`src/rtl/bb_pkg.sv`:
```
// Shared types and constants of the 3x3 box blur block.
package bb_pkg;

  localparam int CH_W       = 8;
  localparam int SUM_W      = 12;
  localparam int CNT_W      = 4;
  localparam int NUM_W      = 13;
  localparam int DEN_W      = 5;
  localparam int ROW_W      = 12;
  localparam int HEIGHT_MAX = 4096;
  localparam int CFGW_W     = 11;
  localparam int CFGH_W     = 13;
  localparam int CFG_DATA_W = 13;
  localparam int CFG_IDX_W  = 1;
  localparam int JOBQ_DEPTH = 8;
  localparam int JOBQ_AW    = 3;
  localparam int JOBS_MAX   = 4;

  localparam logic [CFG_IDX_W-1:0] REG_FRAME_WIDTH  = 1'b0;
  localparam logic [CFG_IDX_W-1:0] REG_FRAME_HEIGHT = 1'b1;

  typedef logic [3*CH_W-1:0] pixel_t;

  typedef struct packed {
    logic [SUM_W-1:0] sum_red;
    logic [SUM_W-1:0] sum_green;
    logic [SUM_W-1:0] sum_blue;
    logic [CNT_W-1:0] count;
    logic             last;
  } job_t;

  typedef struct packed {
    logic             empty;
    logic [JOBQ_AW:0] level;
  } jobq_stat_t;

endpackage

```
`src/rtl/bb_back.sv`:
```
// Back end: rounded mean per channel by a bit-serial restoring divider.
module bb_back (
  input  logic                    clk,
  input  logic                    rst_n,
  input  bb_pkg::job_t            job,
  input  logic                    job_valid,
  output logic                    job_pop,
  output logic                    out_empty,
  input  logic                    out_pop,
  output logic [bb_pkg::CH_W-1:0] out_blur_red,
  output logic [bb_pkg::CH_W-1:0] out_blur_green,
  output logic [bb_pkg::CH_W-1:0] out_blur_blue,
  output logic                    out_frame_last
);
  import bb_pkg::*;

  typedef enum logic {B_IDLE, B_DIV} bstate_t;

  bstate_t           state_r;
  logic [NUM_W-1:0]  num_r [3];
  logic [DEN_W-1:0]  rem_r [3];
  logic [CH_W-1:0]   quo_r [3];
  logic [DEN_W-1:0]  den_r;
  logic              last_q_r;
  logic [3:0]        step_r;
  logic              out_valid_r;

  logic [NUM_W-1:0]  num_nxt [3];
  logic [DEN_W-1:0]  rem_nxt [3];
  logic [CH_W-1:0]   quo_nxt [3];
  logic [DEN_W:0]    trial;

  always_comb begin
    trial = '0;
    for (int i = 0; i < 3; i++) begin
      trial      = {rem_r[i], num_r[i][NUM_W-1]};
      num_nxt[i] = {num_r[i][NUM_W-2:0], 1'b0};
      if (trial >= {1'b0, den_r}) begin
        rem_nxt[i] = DEN_W'(trial - {1'b0, den_r});
        quo_nxt[i] = {quo_r[i][CH_W-2:0], 1'b1};
      end else begin
        rem_nxt[i] = trial[DEN_W-1:0];
        quo_nxt[i] = {quo_r[i][CH_W-2:0], 1'b0};
      end
    end
  end

  assign job_pop   = (state_r == B_IDLE) && job_valid && !out_valid_r;
  assign out_empty = !out_valid_r;

  always_ff @(posedge clk) begin
    if (!rst_n) begin
      state_r     <= B_IDLE;
      out_valid_r <= 1'b0;
      step_r      <= '0;
    end else begin
      if (out_pop && out_valid_r) out_valid_r <= 1'b0;
      case (state_r)
        B_IDLE: begin
          if (job_pop) begin
            num_r[0] <= {job.sum_red, 1'b0} + NUM_W'(job.count);
            num_r[1] <= {job.sum_green, 1'b0} + NUM_W'(job.count);
            num_r[2] <= {job.sum_blue, 1'b0} + NUM_W'(job.count);
            for (int i = 0; i < 3; i++) begin
              rem_r[i] <= '0;
              quo_r[i] <= '0;
            end
            den_r    <= {job.count, 1'b0};
            last_q_r <= job.last;
            step_r   <= '0;
            state_r  <= B_DIV;
          end
        end
        B_DIV: begin
          for (int i = 0; i < 3; i++) begin
            num_r[i] <= num_nxt[i];
            rem_r[i] <= rem_nxt[i];
            quo_r[i] <= quo_nxt[i];
          end
          step_r <= step_r + 1'b1;
          if (step_r == 4'(NUM_W - 1)) begin
            out_blur_red   <= quo_nxt[0];
            out_blur_green <= quo_nxt[1];
            out_blur_blue  <= quo_nxt[2];
            out_frame_last <= last_q_r;
            out_valid_r    <= 1'b1;
            state_r        <= B_IDLE;
          end
        end
        default: state_r <= B_IDLE;
      endcase
    end
  end

endmodule

```
`config.mk`:
```
export PLATFORM = sky130hd
export DESIGN_NAME = bb_back
export DESIGN_NICKNAME = d
export VERILOG_FILES = /design/src/rtl/bb_pkg.sv /design/src/rtl/bb_back.sv
export SDC_FILE = /design/constraint.sdc
export NUM_CORES = 1
export LEC_CHECK = 0
export ABC_AREA = 1
export ABC_CLOCK_PERIOD_IN_PS = 6250
export CAP_MARGIN = 10
export CORE_MARGIN = 3
export CORE_UTILIZATION = 35
export DETAILED_ROUTE_END_ITERATION = 10
export DONT_BUFFER_PORTS = 1
export PLACE_DENSITY = 0.46
export SYNTH_ARGS = -nofsm -noshare
export SYNTH_HDL_FRONTEND = slang
export SYNTH_SLANG_ARGS = --single-unit
```
`constraint.sdc`:
```
create_clock -name clk -period 6.25 [get_ports clk]
set_input_delay 0.9375 -clock clk [delete_from_list [all_inputs] [get_ports clk]]
set_output_delay 0.9375 -clock clk [all_outputs]
set_load 0.01 [all_outputs]
```
---- Word-level counts from Yosys, hierarchy flattened ----
Memory sizes are Yosys's and may differ from the RTL's.
Cells that the tools add are included.
storage, ports and cells
  register bits after elaboration ......... 36
  RAM bits ................................ 78
  bits of input ports ..................... 45
  output and inout port bits .............. 27
  logic and storage cells ................. 69
  memories ................................ 3
cells by class
  add/subtract/negate cells ............... 7
  $lt $le $gt $ge ......................... 3
  eq/ne operators ......................... 2
  multiplexer cells ....................... 29
  bitwise logic cells ..................... 10
  reductions and logical operators ........ 6
memory list
  name   depth  bits a word  read ports  clocked after Yosys merged registers in  write ports  line           source
  num_r  3      13           3           0                                        3            bb_back.sv:20  logic [NUM_W-1:0] num_r [3];
  quo_r  3      8            3           0                                        3            bb_back.sv:22  logic [CH_W-1:0] quo_r [3];
  rem_r  3      5            3           0                                        3            bb_back.sv:21  logic [DEN_W-1:0] rem_r [3];
operator list
  kind                                           number
  adder 13 x 4 -> 13 bit                         3
  two-way mux 13 bit                             3
  two-way mux 5 bit                              6
  two-way mux 8 bit                              3
  greater-or-equal comparator 6 x 5 -> 1 bit     3
  subtractor 5 bit                               3
  two-way mux 1 bit                              14
  OR 1 bit                                       9
  case mux 4 bit (2 select lines)                1
  AND reduction 3 bit                            2
  adder 4 x 1 -> 4 bit (second input constant)   1
  equality test 4 bit (second input constant)    1
  two-way mux 4 bit                              1
  logical AND 1 bit                              3
  inequality test 2 bit (second input constant)  1
  case mux 1 bit (2 select lines)                1
  zero test 1 bit                                1
  NOT 1 bit                                      1

---- Depth between registers and ports, before layout ----
  word-level depth ........................ 8
  gate-level depth with buffers ........... 10
  depth with buffers taken out ............ 10

---- Worst setup path before layout ----
OpenSTA, ideal clock, no wires.
  path type ............................... input to register
  start ................................... in rst_n
  end ..................................... mem num_r[0][10], enable pin
  setup time .............................. 530 ps
  arrival time ............................ 4605 ps
  data required time ...................... 5720 ps
  path slack .............................. 1115 ps
  stages on the path ...................... 2
  path buffers ............................ 0
  cells stage by stage .................... inv_1 a21oi_1
RTL lines
  item                line           source
  start: declaration  bb_back.sv:4   input logic rst_n,
  end: declaration    bb_back.sv:20

---- Worst setup path in the final report ----
  start ................................... in job_valid
  end ..................................... out job_pop
between the ends
  cells in the longest elaborated chain, start to end .. 2
ends and longest elaborated chain
  item                             line           source
  start: declaration               bb_back.sv:6   input logic job_valid,
  logical AND 1 bit (2 in series)  bb_back.sv:48  assign job_pop = (state_r == B_IDLE) && job_valid && !out_valid_r;
  end: declaration                 bb_back.sv:7   output logic job_pop,
No other way between the ends.

==> run metrics <==
Max clock buf depth=2; vias in the first global route=3783; Synth Cell Area=5693 um^2; Hold Crit Class=reg -> reg; cells along the critical path=nand3_1 -> inv_1; logic gate share of total power=0.106; Util after Layout=0.4023; Power Internal=1.219 mW; flop2flop setup slack=4280 ps; Hold Slack=424.5 ps; Routability Congestion=0.8373; first-pass GRT wire length=18720 um; via count=3851; DRC viols=0; crit path capture=job_pop; final max-slew violation count=0; Die Area=17830 um^2; post-CTS resize count=0; cell family with most CP delay=buffers and inverters; chip height=133.5 um; slowest stage delay, CP=160 ps; DR pass1 iterations=4; Initial Utilization=0.3663; final wirelength=11360 um; Port-buffer cells=0; Rel. slew slack=0.3529; CP Depth=2; Max Freq=470.7 MHz; post-route ant nets=0; max-cap viol count=0; Post-Syn Area per Cell=9.568 um^2; Tot Pwr=1.627 mW; CP max stage cell=inv_1; clock share of power=0.367; WL/cell=13.96 um; Final #Nets=672; Die Width=133.5 um; Rows=45; clock buffer count from CTS=9; vias per cell=4.731; Post-DP HPWL=7962 um; Reg2Reg Launch Point=den_r[2]; H-tree levels=3; Syn. warnings=0; Area growth, synth to finish=9.802%; period utilisation layout=0.3399; Clk pin slew, worst setup/hold paths=80 ps; worst r2r path cells=8; share of post-route cells with drive strength above 1=0.07794; CP Launch Point=job_valid; setup_tns=0 ps; Peak VDD IR=0.1181 mV; leakage dissipation=2.584 nW; Sw Pwr=408.2 uW; # hold bufs at CTS=0; initial antenna violation count=0; Global Route Usage Sum=0.1321; total grt overflow=0; final hold viol count=0; Post-CTS Setup Bufs=0; Top Ports=72; Crit Path Category=in -> out; CTS root buf=clkbuf_16; r2r endpoint=rem_r[0][8]; Worst Tran Pin Value=970.6 ps; sequential power share=0.527; CTS tree=yes; Clk Latency, worst-skew pair=360 ps; Buf+Inv Stages, Crit Path=1; count of cell types in the netlist=33; Fillers=1550; synthesized flop and latch total=109; Antenna diodes=0; Worst Path Max Fanout=3; largest net degree at the start of global routing=75; status=finished clean; critical path required time=5310 ps; Clock Sinks=109; Min Clock Period, post-route=2124 ps; core footprint=15540 um^2; CP Data Arrival Time=1190 ps; syn_nets=669; unrepaired setup endpoints after global routing=false; crit end category=output port; Power Dens Cells=260.3 nW/um^2; Final setup viols=0; part of the Yosys area used for sequential elements=0.5644; clock skew=9.814 ps; Gate Count Post-Synth=595; Worst setup SP type=primary input; DR iter-0 viols=166; fraction of power spent switching nets=0.2508
cell type report:
class                   count  area [um^2]  share of cell area
multi-input cells         390         2122              0.3395
repair buffers              3        22.52            0.003603
inverters                  85        319.1             0.05104
clock inverters             7        85.08             0.01361
clock buffers               9        225.2             0.03603
well taps                 211        264.0             0.04223
flip-flops and latches    109         3213              0.5140
registers in the layout (all words and copies together) (netlist names):
register	count
den_r	4
last_q_r	1
num_r	37
out_blur_blue	8
out_blur_green	8
out_blur_red	8
out_frame_last	1
out_valid_r	1
quo_r	21
rem_r	15
state_r	1
step_r	4
kinds of logic (layout without fill, tap and decap cells):
logic type      Yosys count  in the layout  share of synthesized area
simple gates            305            305                     0.2310
flops                   109            109                     0.5644
buf+inv                  96            104                    0.06571
compound gates           46             46                    0.05187
fa+ha+maj                29             29                    0.07165
xor+xnor                 10             10                    0.01539
Yosys cell counts:
| cell type | number | area share |
|---|---|---|
| a21oi_1 | 11 | 0.0097 |
| nand2_1 | 149 | 0.098 |
| nand2_2 | 7 | 0.0077 |
| edfxtp_1 | 103 | 0.54 |
| a21boi_2 | 1 | 0.0020 |
| o21bai_1 | 2 | 0.0026 |
| inv_1 | 83 | 0.055 |
| nand3_1 | 65 | 0.057 |
| nor3_1 | 1 | 0.00088 |
| a21oi_2 | 3 | 0.0046 |
| nand3_2 | 2 | 0.0035 |
| o21ai_2 | 2 | 0.0031 |
| nor2_1 | 65 | 0.043 |
| xor2_1 | 7 | 0.011 |
| o21a_1 | 1 | 0.0013 |
| nor2_2 | 3 | 0.0033 |
| a31oi_1 | 1 | 0.0011 |
| o21ai_1 | 2 | 0.0018 |
| a211oi_1 | 1 | 0.0013 |
| o31ai_1 | 1 | 0.0013 |
| buf_2 | 11 | 0.0097 |
| inv_2 | 2 | 0.0013 |
| nor3_2 | 2 | 0.0035 |
| xnor2_1 | 3 | 0.0046 |
| fa_1 | 6 | 0.021 |
| o21bai_2 | 2 | 0.0040 |
| a21boi_0 | 4 | 0.0053 |
| dfxtp_1 | 6 | 0.021 |
| nand4_1 | 9 | 0.0099 |
| o32ai_1 | 1 | 0.0015 |
| o21ai_0 | 14 | 0.012 |
| nor2_4 | 2 | 0.0040 |
| ha_1 | 23 | 0.051 |
through the flow:
stage	std cells	setup slack (ps)	cell area, um^2
after global placement	798	3883	5941
after CTS	814	4116	6251
after global routing	814	4047	6251
after detailed placement	798	3852	5941
after floorplan	595	1115	5693
final	814	4126	6251
per-layer routing:
layer	GRT usage	vias to the layer above	wire length (um)
met5	0	-	0
met4	0.05714	0	241
met3	0.02946	14	470
met2	0.2119	81	5201
met1	0.1723	1780	5448
li1	-	1976	-
power by group through the flow:
| stage | Combinational [mW] | Sequential, mW | Clock (mW) |
|---|---|---|---|
| after floorplan | 0.138 | 0.873 | 0 |
| after global placement | 0.173 | 0.874 | 0 |
| after detailed placement | 0.175 | 0.875 | 0 |
| after CTS | 0.176 | 0.858 | 0.615 |
| after global routing | 0.204 | 0.862 | 0.644 |
| final | 0.173 | 0.858 | 0.596 |
worst min path at each step:
stage | endpoint | startpoint | slack (ps) | depth (start not counted)
4_1_cts | out_blur_blue[7] | quo_r[0][22] | 430 | 0
2_1_floorplan | out_blur_blue[7] | quo_r[0][22] | 400 | 0
6_report | out_blur_red[7] | quo_r[0][6] | 420 | 0
3_5_place_dp | out_blur_blue[7] | quo_r[0][22] | 410 | 0
3_3_place_gp | out_blur_red[7] | quo_r[0][6] | 410 | 0
5_1_grt | out_blur_red[7] | quo_r[0][6] | 430 | 0
cell usage in the layout, fill, tap and decap left out, drive strengths merged:
master / Yosys / layout
a21oi: 14 / 14
o21a: 1 / 1
edfxtp: 103 / 103
o31ai: 1 / 1
xor2: 7 / 7
nand2: 156 / 156
nor2: 70 / 70
a21boi: 5 / 5
o21ai: 18 / 18
inv: 85 / 87
nor3: 3 / 3
fa: 6 / 6
clkinv: 0 / 2
nand4: 9 / 9
buf: 11 / 3
bufinv: 0 / 1
dfxtp: 6 / 6
o32ai: 1 / 1
o21bai: 4 / 4
nand3: 67 / 67
clkbuf: 0 / 9
ha: 23 / 23
a31oi: 1 / 1
clkinvlp: 0 / 2
a211oi: 1 / 1
xnor2: 3 / 3
Note: power is estimated with default switching activity, not from simulation.
