<file path="src/rtl/bb_pkg.sv">
// Shared types and constants of the 3x3 box blur block.
package bb_pkg;

  localparam int CH_W       = 8;
  localparam int SUM_W      = 12;
  localparam int CNT_W      = 4;
  localparam int NUM_W      = 13;
  localparam int DEN_W      = 5;
  localparam int ROW_W      = 12;
  localparam int HEIGHT_MAX = 4096;
  localparam int CFGW_W     = 11;
  localparam int CFGH_W     = 13;
  localparam int CFG_DATA_W = 13;
  localparam int CFG_IDX_W  = 1;
  localparam int JOBQ_DEPTH = 8;
  localparam int JOBQ_AW    = 3;
  localparam int JOBS_MAX   = 4;

  localparam logic [CFG_IDX_W-1:0] REG_FRAME_WIDTH  = 1'b0;
  localparam logic [CFG_IDX_W-1:0] REG_FRAME_HEIGHT = 1'b1;

  typedef logic [3*CH_W-1:0] pixel_t;

  typedef struct packed {
    logic [SUM_W-1:0] sum_red;
    logic [SUM_W-1:0] sum_green;
    logic [SUM_W-1:0] sum_blue;
    logic [CNT_W-1:0] count;
    logic             last;
  } job_t;

  typedef struct packed {
    logic             empty;
    logic [JOBQ_AW:0] level;
  } jobq_stat_t;

endpackage

</file>
<file path="src/rtl/bb_jobq.sv">
// Job queue between the window front end and the divider back end.
module bb_jobq (
  input  logic              clk,
  input  logic              rst_n,
  input  logic              push,
  input  bb_pkg::job_t      din,
  input  logic              pop,
  output bb_pkg::job_t      dout,
  output bb_pkg::jobq_stat_t stat
);
  import bb_pkg::*;

  job_t               mem_r [JOBQ_DEPTH];
  logic [JOBQ_AW-1:0] wp_r;
  logic [JOBQ_AW-1:0] rp_r;
  logic [JOBQ_AW:0]   level_r;

  always_ff @(posedge clk) begin
    if (push) begin
      mem_r[wp_r] <= din;
    end
  end

  always_ff @(posedge clk) begin
    if (!rst_n) begin
      wp_r    <= '0;
      rp_r    <= '0;
      level_r <= '0;
    end else begin
      if (push) wp_r <= wp_r + 1'b1;
      if (pop)  rp_r <= rp_r + 1'b1;
      if (push && !pop)      level_r <= level_r + 1'b1;
      else if (pop && !push) level_r <= level_r - 1'b1;
    end
  end

  assign dout       = mem_r[rp_r];
  assign stat.empty = (level_r == '0);
  assign stat.level = level_r;

endmodule

</file>
<file path="config.mk">
export PLATFORM = sky130hd
export DESIGN_NAME = bb_jobq
export DESIGN_NICKNAME = d
export VERILOG_FILES = /design/src/rtl/bb_pkg.sv /design/src/rtl/bb_jobq.sv
export SDC_FILE = /design/constraint.sdc
export NUM_CORES = 1
export LEC_CHECK = 0
export BUFFER_PORTS_ARGS = -buffer_cell sky130_fd_sc_hd__buf_4
export CAP_MARGIN = 0
export CORE_ASPECT_RATIO = 1.5
export CORE_MARGIN = 3
export CORE_UTILIZATION = 45
export CTS_BUF_LIST = sky130_fd_sc_hd__clkbuf_4
export CTS_CLUSTER_SIZE = 10
export DETAILED_ROUTE_END_ITERATION = 16
export PLACE_DENSITY_LB_ADDON = 0.12
export SETUP_SLACK_MARGIN = 0.15
export SYNTH_ARGS = -nofsm -noshare
export SYNTH_HDL_FRONTEND = slang
export SYNTH_SLANG_ARGS = --single-unit
export TNS_END_PERCENT = 50
</file>
<file path="constraint.sdc">
create_clock -name clk -period 5.8 [get_ports clk]
set_input_delay 0.58 -clock clk [delete_from_list [all_inputs] [get_ports clk]]
set_output_delay 0.58 -clock clk [all_outputs]
set_load 0.005 [all_outputs]
</file>
## After elaboration in Yosys (flattened, before gate mapping)

Memories as Yosys holds them, arrays and structs flattened. A register that Yosys moved wholly into a read port is not among the register bits.
Index checks and enable logic that the tools add are counted.

- Register bits: 10
- RAM bits: 328
- Input bits: 45
- Memories kept: 1

- Add/sub/neg operators: 4
- Multiplexer cells: 6
- Reductions and logical operators: 6

Memory list:

| memory | words | width | rd ports | clocked after memory_dff | wr ports | RTL line | text |
|---|---|---|---|---|---|---|---|
| mem_r | 8 | 41 | 1 | 1 | 1 | bb_jobq.sv:13 | `job_t mem_r [JOBQ_DEPTH];` |

Operator list:

| cell | count |
|---|---|
| two-way mux 4 bit | 2 |
| adder 3 x 1 -> 3 bit (second input constant) | 2 |
| two-way mux 3 bit | 2 |
| adder 4 x 1 -> 4 bit (second input constant) | 1 |
| zero test 4 bit | 1 |
| subtractor 4 x 1 -> 4 bit (second input constant) | 1 |
| logical AND 1 bit | 2 |
| zero test 1 bit | 2 |
| two-way mux 1 bit | 2 |
| nonzero test 2 bit | 1 |

## Depth between registers and ports, before layout

Gate-level depths: netlist of run 1.

- Depth after elaboration: 4
- Mapped depth: 8
- Mapped depth without buffers: 8

## Least setup slack after synthesis of run 1

Ideal clock, no wire load.

- Path type: input to register
- Start point: input port push
- End point: memory mem_r[0][0] (netlist name), enable pin
- Setup time: 490 ps
- Arrival: 3484 ps
- Data required time: 5310 ps
- Path slack: 1826 ps
- Stages on the path: 2
- Buffers on the path: 0
- Cell sequence: nand2b_1 -> nor3_1

- Longest elaborated chain between the ends: 2

Ends and longest elaborated chain:

| item | RTL line | text |
|---|---|---|
| from (decl) | bb_jobq.sv:5 | `input logic push,` |
| two-way mux 1 bit | bb_jobq.sv:19 | `if (push) begin` |
| two-way mux 1 bit (not written as such) | bb_jobq.sv:20 | `mem_r[wp_r] <= din;` |
| to (decl) | bb_jobq.sv:13 |  |

Every way passes these cells.

==> out/metrics.yaml, run 1 <==
clk_latency_ns: 0.73
drcViolationCount: 0
rsz0062_at_grt: "false"
drtAntennaViolNets: 0
cp.required_ns: 5.22
r2r_cells: 3
dp_hpwl_um: 14000
rows: 76
crit_slowest_cell: "dfxtp_4"
dominantRegCellSynth: "edfxtp_1"
r2r-end: "mem_r[1][26]"
slew_viol_final: 0
final.setup.tns_ns: 0
max_stage_delay_ns: 0.93
vias: 6123
drive_gt1_share_pct: 35.49
synth-seq-cells: 341
synth_cells: 542
finalSetupViolCount: 0
grt-ovfl-total: 0
clock.fmax_ghz: 0.2512
start_util_pct: 45.82
die_area_um2: 31570
final-hold-violation-count: 0
syn-num-nets: 593
numCtsBuffers: 80
hold_end: "mem_r[3][32]"
cp-start-kind: "flip-flop"
n_fill_cell: 2354
cts_resized: 0
synth_common_cells: "edfxtp_1 (328), mux4_1 (80), mux2_2 (41), dfxtp_1 (13)"
end_kind: "output port"
io_buffers: 90
hp-start: "din[32]"
htree_num_levels: 3
path_class: "reg2out"
antenna_found_initial: 3
die_h_um: 216.1
grt_pass1_vias: 6924
reg2reg_slack_ns: 3.49
post-cts-setup-buffers: 0
synth.distinct_cells: 27
grtUsageTotal_pct: 17.13
netlist_area_um2: 13250
yosysWarnings: 0
r2r_start: "wp_r[2]"
async_flop_share_pct: 0
critPathArrivalTime_ns: 3.40
syn_avg_cell_area_um2: 24.44
place_congestion: 0.6752
die_w_um: 146.1
p_leak_nw: 5.278
hp-class: "in2reg"
cp_cell_sequence: "buf_4 -> mux4_1 -> mux2_2 -> buf_4"
grt_max_degree: 83
min_path_cells: 1
finalInstanceArea_um2: 15550
cp_max_fo: 51
ys_seq_area_share_pct: 76.33
ios: 91
synth_edf_count: 328
p_per_area_nw_per_um2: 331.9
syn2layout_area_growth_pct: 17.38
drv_cap: 0
vdd_ir_drop_max_mv: 0.2003
wl_per_cell_um: 22.61
cts_tree: "yes"
core_region_area_um2: 28910
finalCritPeriodShare_pct: 68.64
ctsHoldBuffers: 11
period_needed_ns: 3.981
clockBufferDepth: 3
status: "finished, final reports clean"
dpl_cell_area_um2: 14400
clk_pin_slew_worst_paths_ns: 0.07
cts.sinks: 341
nets: 763
yosys.area.top_type_share_pct: 74.36
cts_root_buffer: "clkbuf_4"
routed_wirelength_um: 26350
yosysMostFrequentCell: "edfxtp_1"
crit_path_frequent_cell: "buf_4"
skew_ns: 0.04588
drt_iter0_markers: 335
avgViaCountPerCell: 5.256
max_slew_margin_pct: 26.51
first_pass_iters: 6
synth_largest_area_cell: "edfxtp_1"
worst_pin_slew_ns: 1.102
grt_pass1_wl_um: 39960
ys_top_cells_by_area: "edfxtp_1 (74%), mux4_1 (16%), mux2_2 (3.5%)"
==> registers in the layout, indices dropped and copies added (netlist names), named ones only <==
signal / count
mem_r: 328
level_r: 4
rp_r: 3
wp_r: 3
==> routing by layer <==
layer / wire [µm] / up-vias / GRT usage [%]
met1: 10220 / 3164 / 20.16
met4: 493 / 0 / 6.497
met2: 14220 / 155 / 29.94
met3: 1408 / 38 / 4.936
li1: - / 2766 / -
met5: 0 / - / 0
==> worst max-delay path by stage <==
stage,depth (start not counted),slack [ns],to
2_1_floorplan,2,1.83,mem_r[0][0]
3_3_place_gp,4,2.60,dout[0]
3_5_place_dp,4,2.55,dout[6]
4_1_cts,4,1.71,dout[6]
5_1_grt,4,1.60,dout[6]
6_report,4,1.82,dout[5]
==> through the flow <==
| step | setup slack [ns] | cells | hold slack (ns) | utilization (%) | power, mW |
|---|---|---|---|---|---|
| 5_1_grt | 1.604 | 1165 | -0.003570 | 53.78 | 5.432 |
| 4_1_cts | 1.713 | 1162 | 0.002368 | 53.76 | 5.248 |
| 2_1_floorplan | 1.826 | 542 | 0.4742 | - | 3.107 |
| 3_3_place_gp | 2.601 | 1009 | 0.4764 | 49.81 | 3.296 |
| 3_5_place_dp | 2.552 | 1009 | 0.4869 | 49.81 | 3.316 |
| 6_report | 1.819 | 1165 | 0.08221 | 53.78 | 5.161 |
==> worst max-delay path: cells and delay by family (launching register included) <==
| kind | cells | cell delay, ns |
|---|---|---|
| multiplexers | 2 | 0.92 |
| flip-flops | 1 | 0.93 |
| buffers and inverters | 2 | 0.75 |
==> area by class of cell <==
| cell class | count | area [µm²] | share of cell area [%] |
|---|---|---|---|
| sequential | 341 | 10120 | 65.08 |
| clock buffer | 110 | 825.8 | 5.311 |
| tap | 390 | 488.0 | 3.139 |
| antenna | 3 | 7.507 | 0.04829 |
| multi-input combinational | 174 | 3020 | 19.43 |
| timing repair buffer | 113 | 875.8 | 5.633 |
| clock inverter | 32 | 203.9 | 1.312 |
| inverter | 2 | 7.507 | 0.04829 |
==> where the power goes <==
part	total, mW	switching [mW]	leakage [nW]	internal (mW)
Clock	1.91	0.891	0.606	1.02
Combinational	0.426	0.175	1.58	0.250
Sequential	2.83	0.0601	3.09	2.77
==> placed cells by master, fill, tap and decap left out, types with 2 or more instances in the layout <==
cell	synthesis	routed
diode_2	0	3
xor2_1	2	2
nor3_2	0	2
nand2_1	6	6
mux4_2	2	2
dfxtp_1	13	10
bufinv_16	0	3
clkbuf_4	0	110
clkinv_2	0	4
and2_1	7	7
ha_1	5	5
clkinv_1	0	24
dlygate4sd3_1	0	11
nor2_4	0	6
buf_4	0	102
dfxtp_4	0	2
nor2b_1	3	3
edfxtp_1	328	328
nand2b_1	4	4
mux4_1	80	80
inv_1	2	2
mux2i_1	4	4
xnor2_1	4	4
mux2_2	41	41
==> logic make-up (layout without fill, tap and decap cells) <==
| kind of cell | Yosys count | count (layout) | synth area share [%] |
|---|---|---|---|
| flops | 341 | 341 | 76.33 |
| mux | 127 | 127 | 20.00 |
| simple gates | 31 | 31 | 1.190 |
| buf+inv | 27 | 257 | 1.285 |
| fa+ha+maj | 6 | 6 | 0.6235 |
| xor+xnor | 6 | 6 | 0.3967 |
| compound gates | 4 | 4 | 0.1795 |
| other cells | 0 | 3 | 0 |
(Power assumes the default switching activity.)
==> inputs of run 2 (changes only) <==
clock period = 3.7 ns   (was 5.8 ns; I/O delays follow)
==> run 2 against run 1 <==
Sequential share of layout area down 1.6 points. Setup slack worse by 1.3 ns. Die area stayed put. Wire length is 0.14% lower. Highest routed layer is now met5.
==> out/metrics.yaml, run 2 (synthesis gave the netlist of run 1 again) <==
start_util_pct: 45.82
final_cell_mix: "edfxtp_1 (328), clkbuf_4 (107), buf_4 (98)"
cts_tree: "yes"
grt_pass1_vias: 6952
route.met2.wl_um: 14230
clockBufferDepth: 3
avgViaCountPerCell: 5.277
drt_iter0_markers: 310
worst_pin_slew_ns: 0.7851
dp_hpwl_um: 14110
fin_total_pwr_mw: 8.008
clock.fmax_ghz: 0.3105
final_util_pct: 55.12
cp-endpoint: "dout[10]"
routed_wirelength_um: 26310
drtAntennaViolNets: 0
reg2reg_slack_ns: 1.68
io_buffers: 90
vias: 6301
top_layer_used: "met5"
cp_max_fo: 28
die_area_um2: 31570
numCtsBuffers: 80
grt_pass1_wl_um: 40300
cp.required_ns: 3.33
status: "finished, final reports clean"
cts_resized: 0
skew_ns: 0.02365
drv_cap: 0
hp-class: "in2reg"
antenna_found_initial: 3
place_worst_setup_slack_ns: 1.147
drcViolationCount: 0
setup_ws_ns: 0.4798
p_per_area_nw_per_um2: 502.6
grt-ovfl-total: 0
cts.sinks: 341
ios: 91
wl_per_cell_um: 22.03
rsz0062_at_grt: "false"
critPathArrivalTime_ns: 2.85
slew_viol_final: 0
end_kind: "output port"
vdd_ir_drop_max_mv: 0.2430
syn2layout_area_growth_pct: 20.31
path_class: "reg2out"
final_common_cell: "edfxtp_1"
r2r_start: "wp_r[0]"
htree_num_levels: 3
drt-met1-wl_um: 10400
clk_pin_slew_worst_paths_ns: 0.07
cts_root_buffer: "clkbuf_4"
max_slew_margin_pct: 47.66
rows: 76
die_h_um: 216.1
finalCritPeriodShare_pct: 87.03
core_region_area_um2: 28910
grtUsageTotal_pct: 17.06
grt_max_degree: 47
clk_latency_ns: 0.68
r2r-end: "mem_r[5][29]"
place_congestion: 0.6741
regMostFlops: "mem_r"
final-hold-violation-count: 0
largest_register_ff_count: 328
r2r_cells: 3
nets: 799
wl_met3_um: 1208
p_leak_nw: 5.429
fin_cells: 1194
drive_gt1_share_pct: 34.41
reg_top3: "mem_r: 328 flops, level_r: 4 flops"
period_needed_ns: 3.220
finalSetupViolCount: 0
first_pass_iters: 4
placed_cells: 1012
cp-start-kind: "flip-flop"
die_w_um: 146.1
[run 2: cell types whose count changed in the layout (fill, tap and decap cells not counted), sizes merged]
cell,previous run,this run
buf,102,105
bufinv,3,2
clkbuf,110,107
clkinv,28,26
diode,3,2
dlygate4sd3,11,44
[run 2: power by group]
group / leakage [nW] / internal [mW] / switching (mW) / total (mW)
Clock: 0.582 / 1.49 / 1.37 / 2.86
Sequential: 3.09 / 4.34 / 0.0674 / 4.41
Combinational: 1.76 / 0.426 / 0.317 / 0.743
[run 2: final cells by class]
type	count	area [µm²]
fill	2298	12970
tap	390	488.0
timing repair buffer	149	1316
clock buffer	107	803.3
inverter	2	7.507
antenna	2	5.005
clock inverter	29	170.2
multi-input combinational	174	3027
sequential	341	10120
[run 2: through the flow]
stage	TNS [ns]	cell area (µm²)	hold WS, ns
detailed placement	0	14520	0.4951
finish	0	15940	0.4628
CTS	0	15930	0.3830
floorplan	-2.424	13250	0.4689
global route	0	15940	0.4076
global placement	0	14520	0.4767
[run 2: critical path: stages (launching register included)]
cell	delay, ns
dfxtp_4	0.67
buf_4	0.43
mux4_1	0.59
mux2_2	0.31
buf_4	0.15
[run 2: worst min path at each step]
stage	start	endpoint	slack, ns	cells past startpoint
CTS	din[3]	mem_r[1][3]	0.38	2
global route	din[19]	mem_r[1][19]	0.41	2
detailed placement	level_r[3]	level_r[3]	0.50	2
global placement	level_r[3]	level_r[3]	0.48	2
finish	din[14]	mem_r[4][14]	0.46	2
floorplan	din[0]	mem_r[0][0]	0.47	0
[run 2: routing by layer]
| layer | track usage [%] | vias to the layer above |
|---|---|---|
| met2 | 30.35 | 161 |
| met4 | 6.434 | 2 |
| li1 | - | 2822 |
| met5 | 0 | - |
| met1 | 20.33 | 3273 |
| met3 | 3.890 | 43 |
[run 2: repair_timing]
item,4_1_cts,5_1_grt
setup buffers,0,0
hold endpoints to repair,341,0
endpoints found under the setup margin,0,0
hold buffers,44,0
==> inputs of run 3 (changes only) <==
CTS_BUF_LIST = unset   (was sky130_fd_sc_hd__clkbuf_4)
==> run 3 against run 2 <==
Wire length shrank 1.6%. Setup slack improved by 0.18 ns. Clock power is 17% higher. Die area stayed put. Cell area down 2.1%. Critical endpoint unchanged. Largest power group unchanged. Highest routed layer unchanged.
==> out/metrics.yaml, run 3 (synthesis gave the netlist of run 1 again) <==
final_common_cell: "edfxtp_1"
ctsHoldBuffers: 0
die_area_um2: 31570
final_cell_mix: "edfxtp_1 (328), buf_4 (98), mux4_1 (80)"
max_slew_margin_pct: 48.38
grt_max_degree: 47
ios: 91
cts_tree: "yes"
cp_max_fo: 28
post-cts-setup-buffers: 0
drtAntennaViolNets: 0
rsz0062_at_grt: "false"
die_w_um: 146.1
r2r-end: "mem_r[0][3]"
cts_resized: 0
critical-path-top-delay-family: "multiplexers"
crit_slowest_cell: "dfxtp_4"
place_congestion: 0.6741
cp_cell_sequence: "buf_4 -> mux4_1 -> mux2_2 -> buf_4"
clk_latency_ns: 0.52
reg2reg_slack_ns: 1.68
r2r_cells: 3
r2r_start: "wp_r[2]"
finalCritPeriodShare_pct: 82.23
syn2layout_area_growth_pct: 17.77
io_buffers: 90
grt-ovfl-total: 0
placed_cells: 1012
critPathArrivalTime_ns: 2.67
n_antenna_cell: 0
fin_cells: 1064
hold_end: "mem_r[2][11]"
numCtsBuffers: 40
drcViolationCount: 0
end_kind: "output port"
die_h_um: 216.1
path_class: "reg2out"
period_needed_ns: 3.042
clockBufferDepth: 3
place_worst_setup_slack_ns: 1.147
hp-class: "in2reg"
core_region_area_um2: 28910
cp.required_ns: 3.33
reg_top3: "mem_r: 328 flops, level_r: 4 flops"
antenna_found_initial: 1
largest_register_ff_count: 328
cts_root_buffer: "clkbuf_16"
hp-start: "din[11]"
start_util_pct: 45.82
htree_num_levels: 2
max_stage_delay_ns: 0.66
cp-start-kind: "flip-flop"
final-hold-violation-count: 0
skew_ns: 0.01550
clk_pin_slew_worst_paths_ns: 0.06
p_per_area_nw_per_um2: 543.5
holdWs_ns: 0.06862
nets: 715
grtUsageTotal_pct: 16.75
drive_gt1_share_pct: 30.12
cp_num_buf_inv: 2
avgViaCountPerCell: 5.477
drv_cap: 0
first_pass_iters: 6
vdd_ir_drop_max_mv: 0.3686
wl_per_cell_um: 24.34
rows: 76
slew_viol_final: 0
grt_pass1_vias: 6476
drt_iter0_markers: 297
min_path_cells: 1
vias: 5827
setup_ws_ns: 0.6576
final.setup.tns_ns: 0
finalSetupViolCount: 0
p_leak_nw: 5.192
crit_path_frequent_cell: "buf_4"
regMostFlops: "mem_r"
clock.fmax_ghz: 0.3287
cts.sinks: 341
routed_wirelength_um: 25890
worst_pin_slew_ns: 0.7743
grt_pass1_wl_um: 39650
status: "finished, final reports clean"
dp_hpwl_um: 14110
-- run 3: worst register-to-register path, cell delays in order, from the launching register on --
cell      delay, ns
dfxtp_1        0.33
nand2b_1       0.34
nor3_4         0.64
buf_12         0.34
-- run 3: worst max-delay path by stage --
stage / to / cells past startpoint / from
2_1_floorplan: mem_r[4][0] / 2 / push
3_3_place_gp: dout[10] / 4 / flip-flop
3_5_place_dp: dout[10] / 4 / flip-flop
4_1_cts: dout[10] / 4 / flip-flop
5_1_grt: dout[10] / 4 / flip-flop
6_report: dout[10] / 4 / flip-flop
-- run 3: layer usage --
metal / vias to the layer above / track usage [%] / share of wire (%)
met5: - / 0 / 0.054
met4: 2 / 5.242 / 2.3
met3: 48 / 3.514 / 4.5
met2: 135 / 29.88 / 54
met1: 3053 / 20.58 / 39
li1: 2589 / - / -
-- run 3: power by group --
group	internal [mW]	switching, mW
Clock	1.98	1.38
Sequential	4.35	0.0672
Combinational	0.396	0.307
Total	6.73	1.75
-- run 3: final cells by class --
type	instances	area, µm²
clock buffer	49	1056
tap	390	488.0
multi-input combinational	174	3027
fill	2248	13310
timing repair buffer	105	875.8
sequential	341	10120
clock inverter	3	26.28
inverter	2	7.507
-- run 3: stage by stage --
step	instance area (µm²)	total power, mW	util [%]
2_1_floorplan	13250	4.869	-
3_3_place_gp	14520	5.183	50.22
3_5_place_dp	14520	5.214	50.22
4_1_cts	15600	8.596	53.96
5_1_grt	15600	8.796	53.96
6_report	15600	8.477	53.96
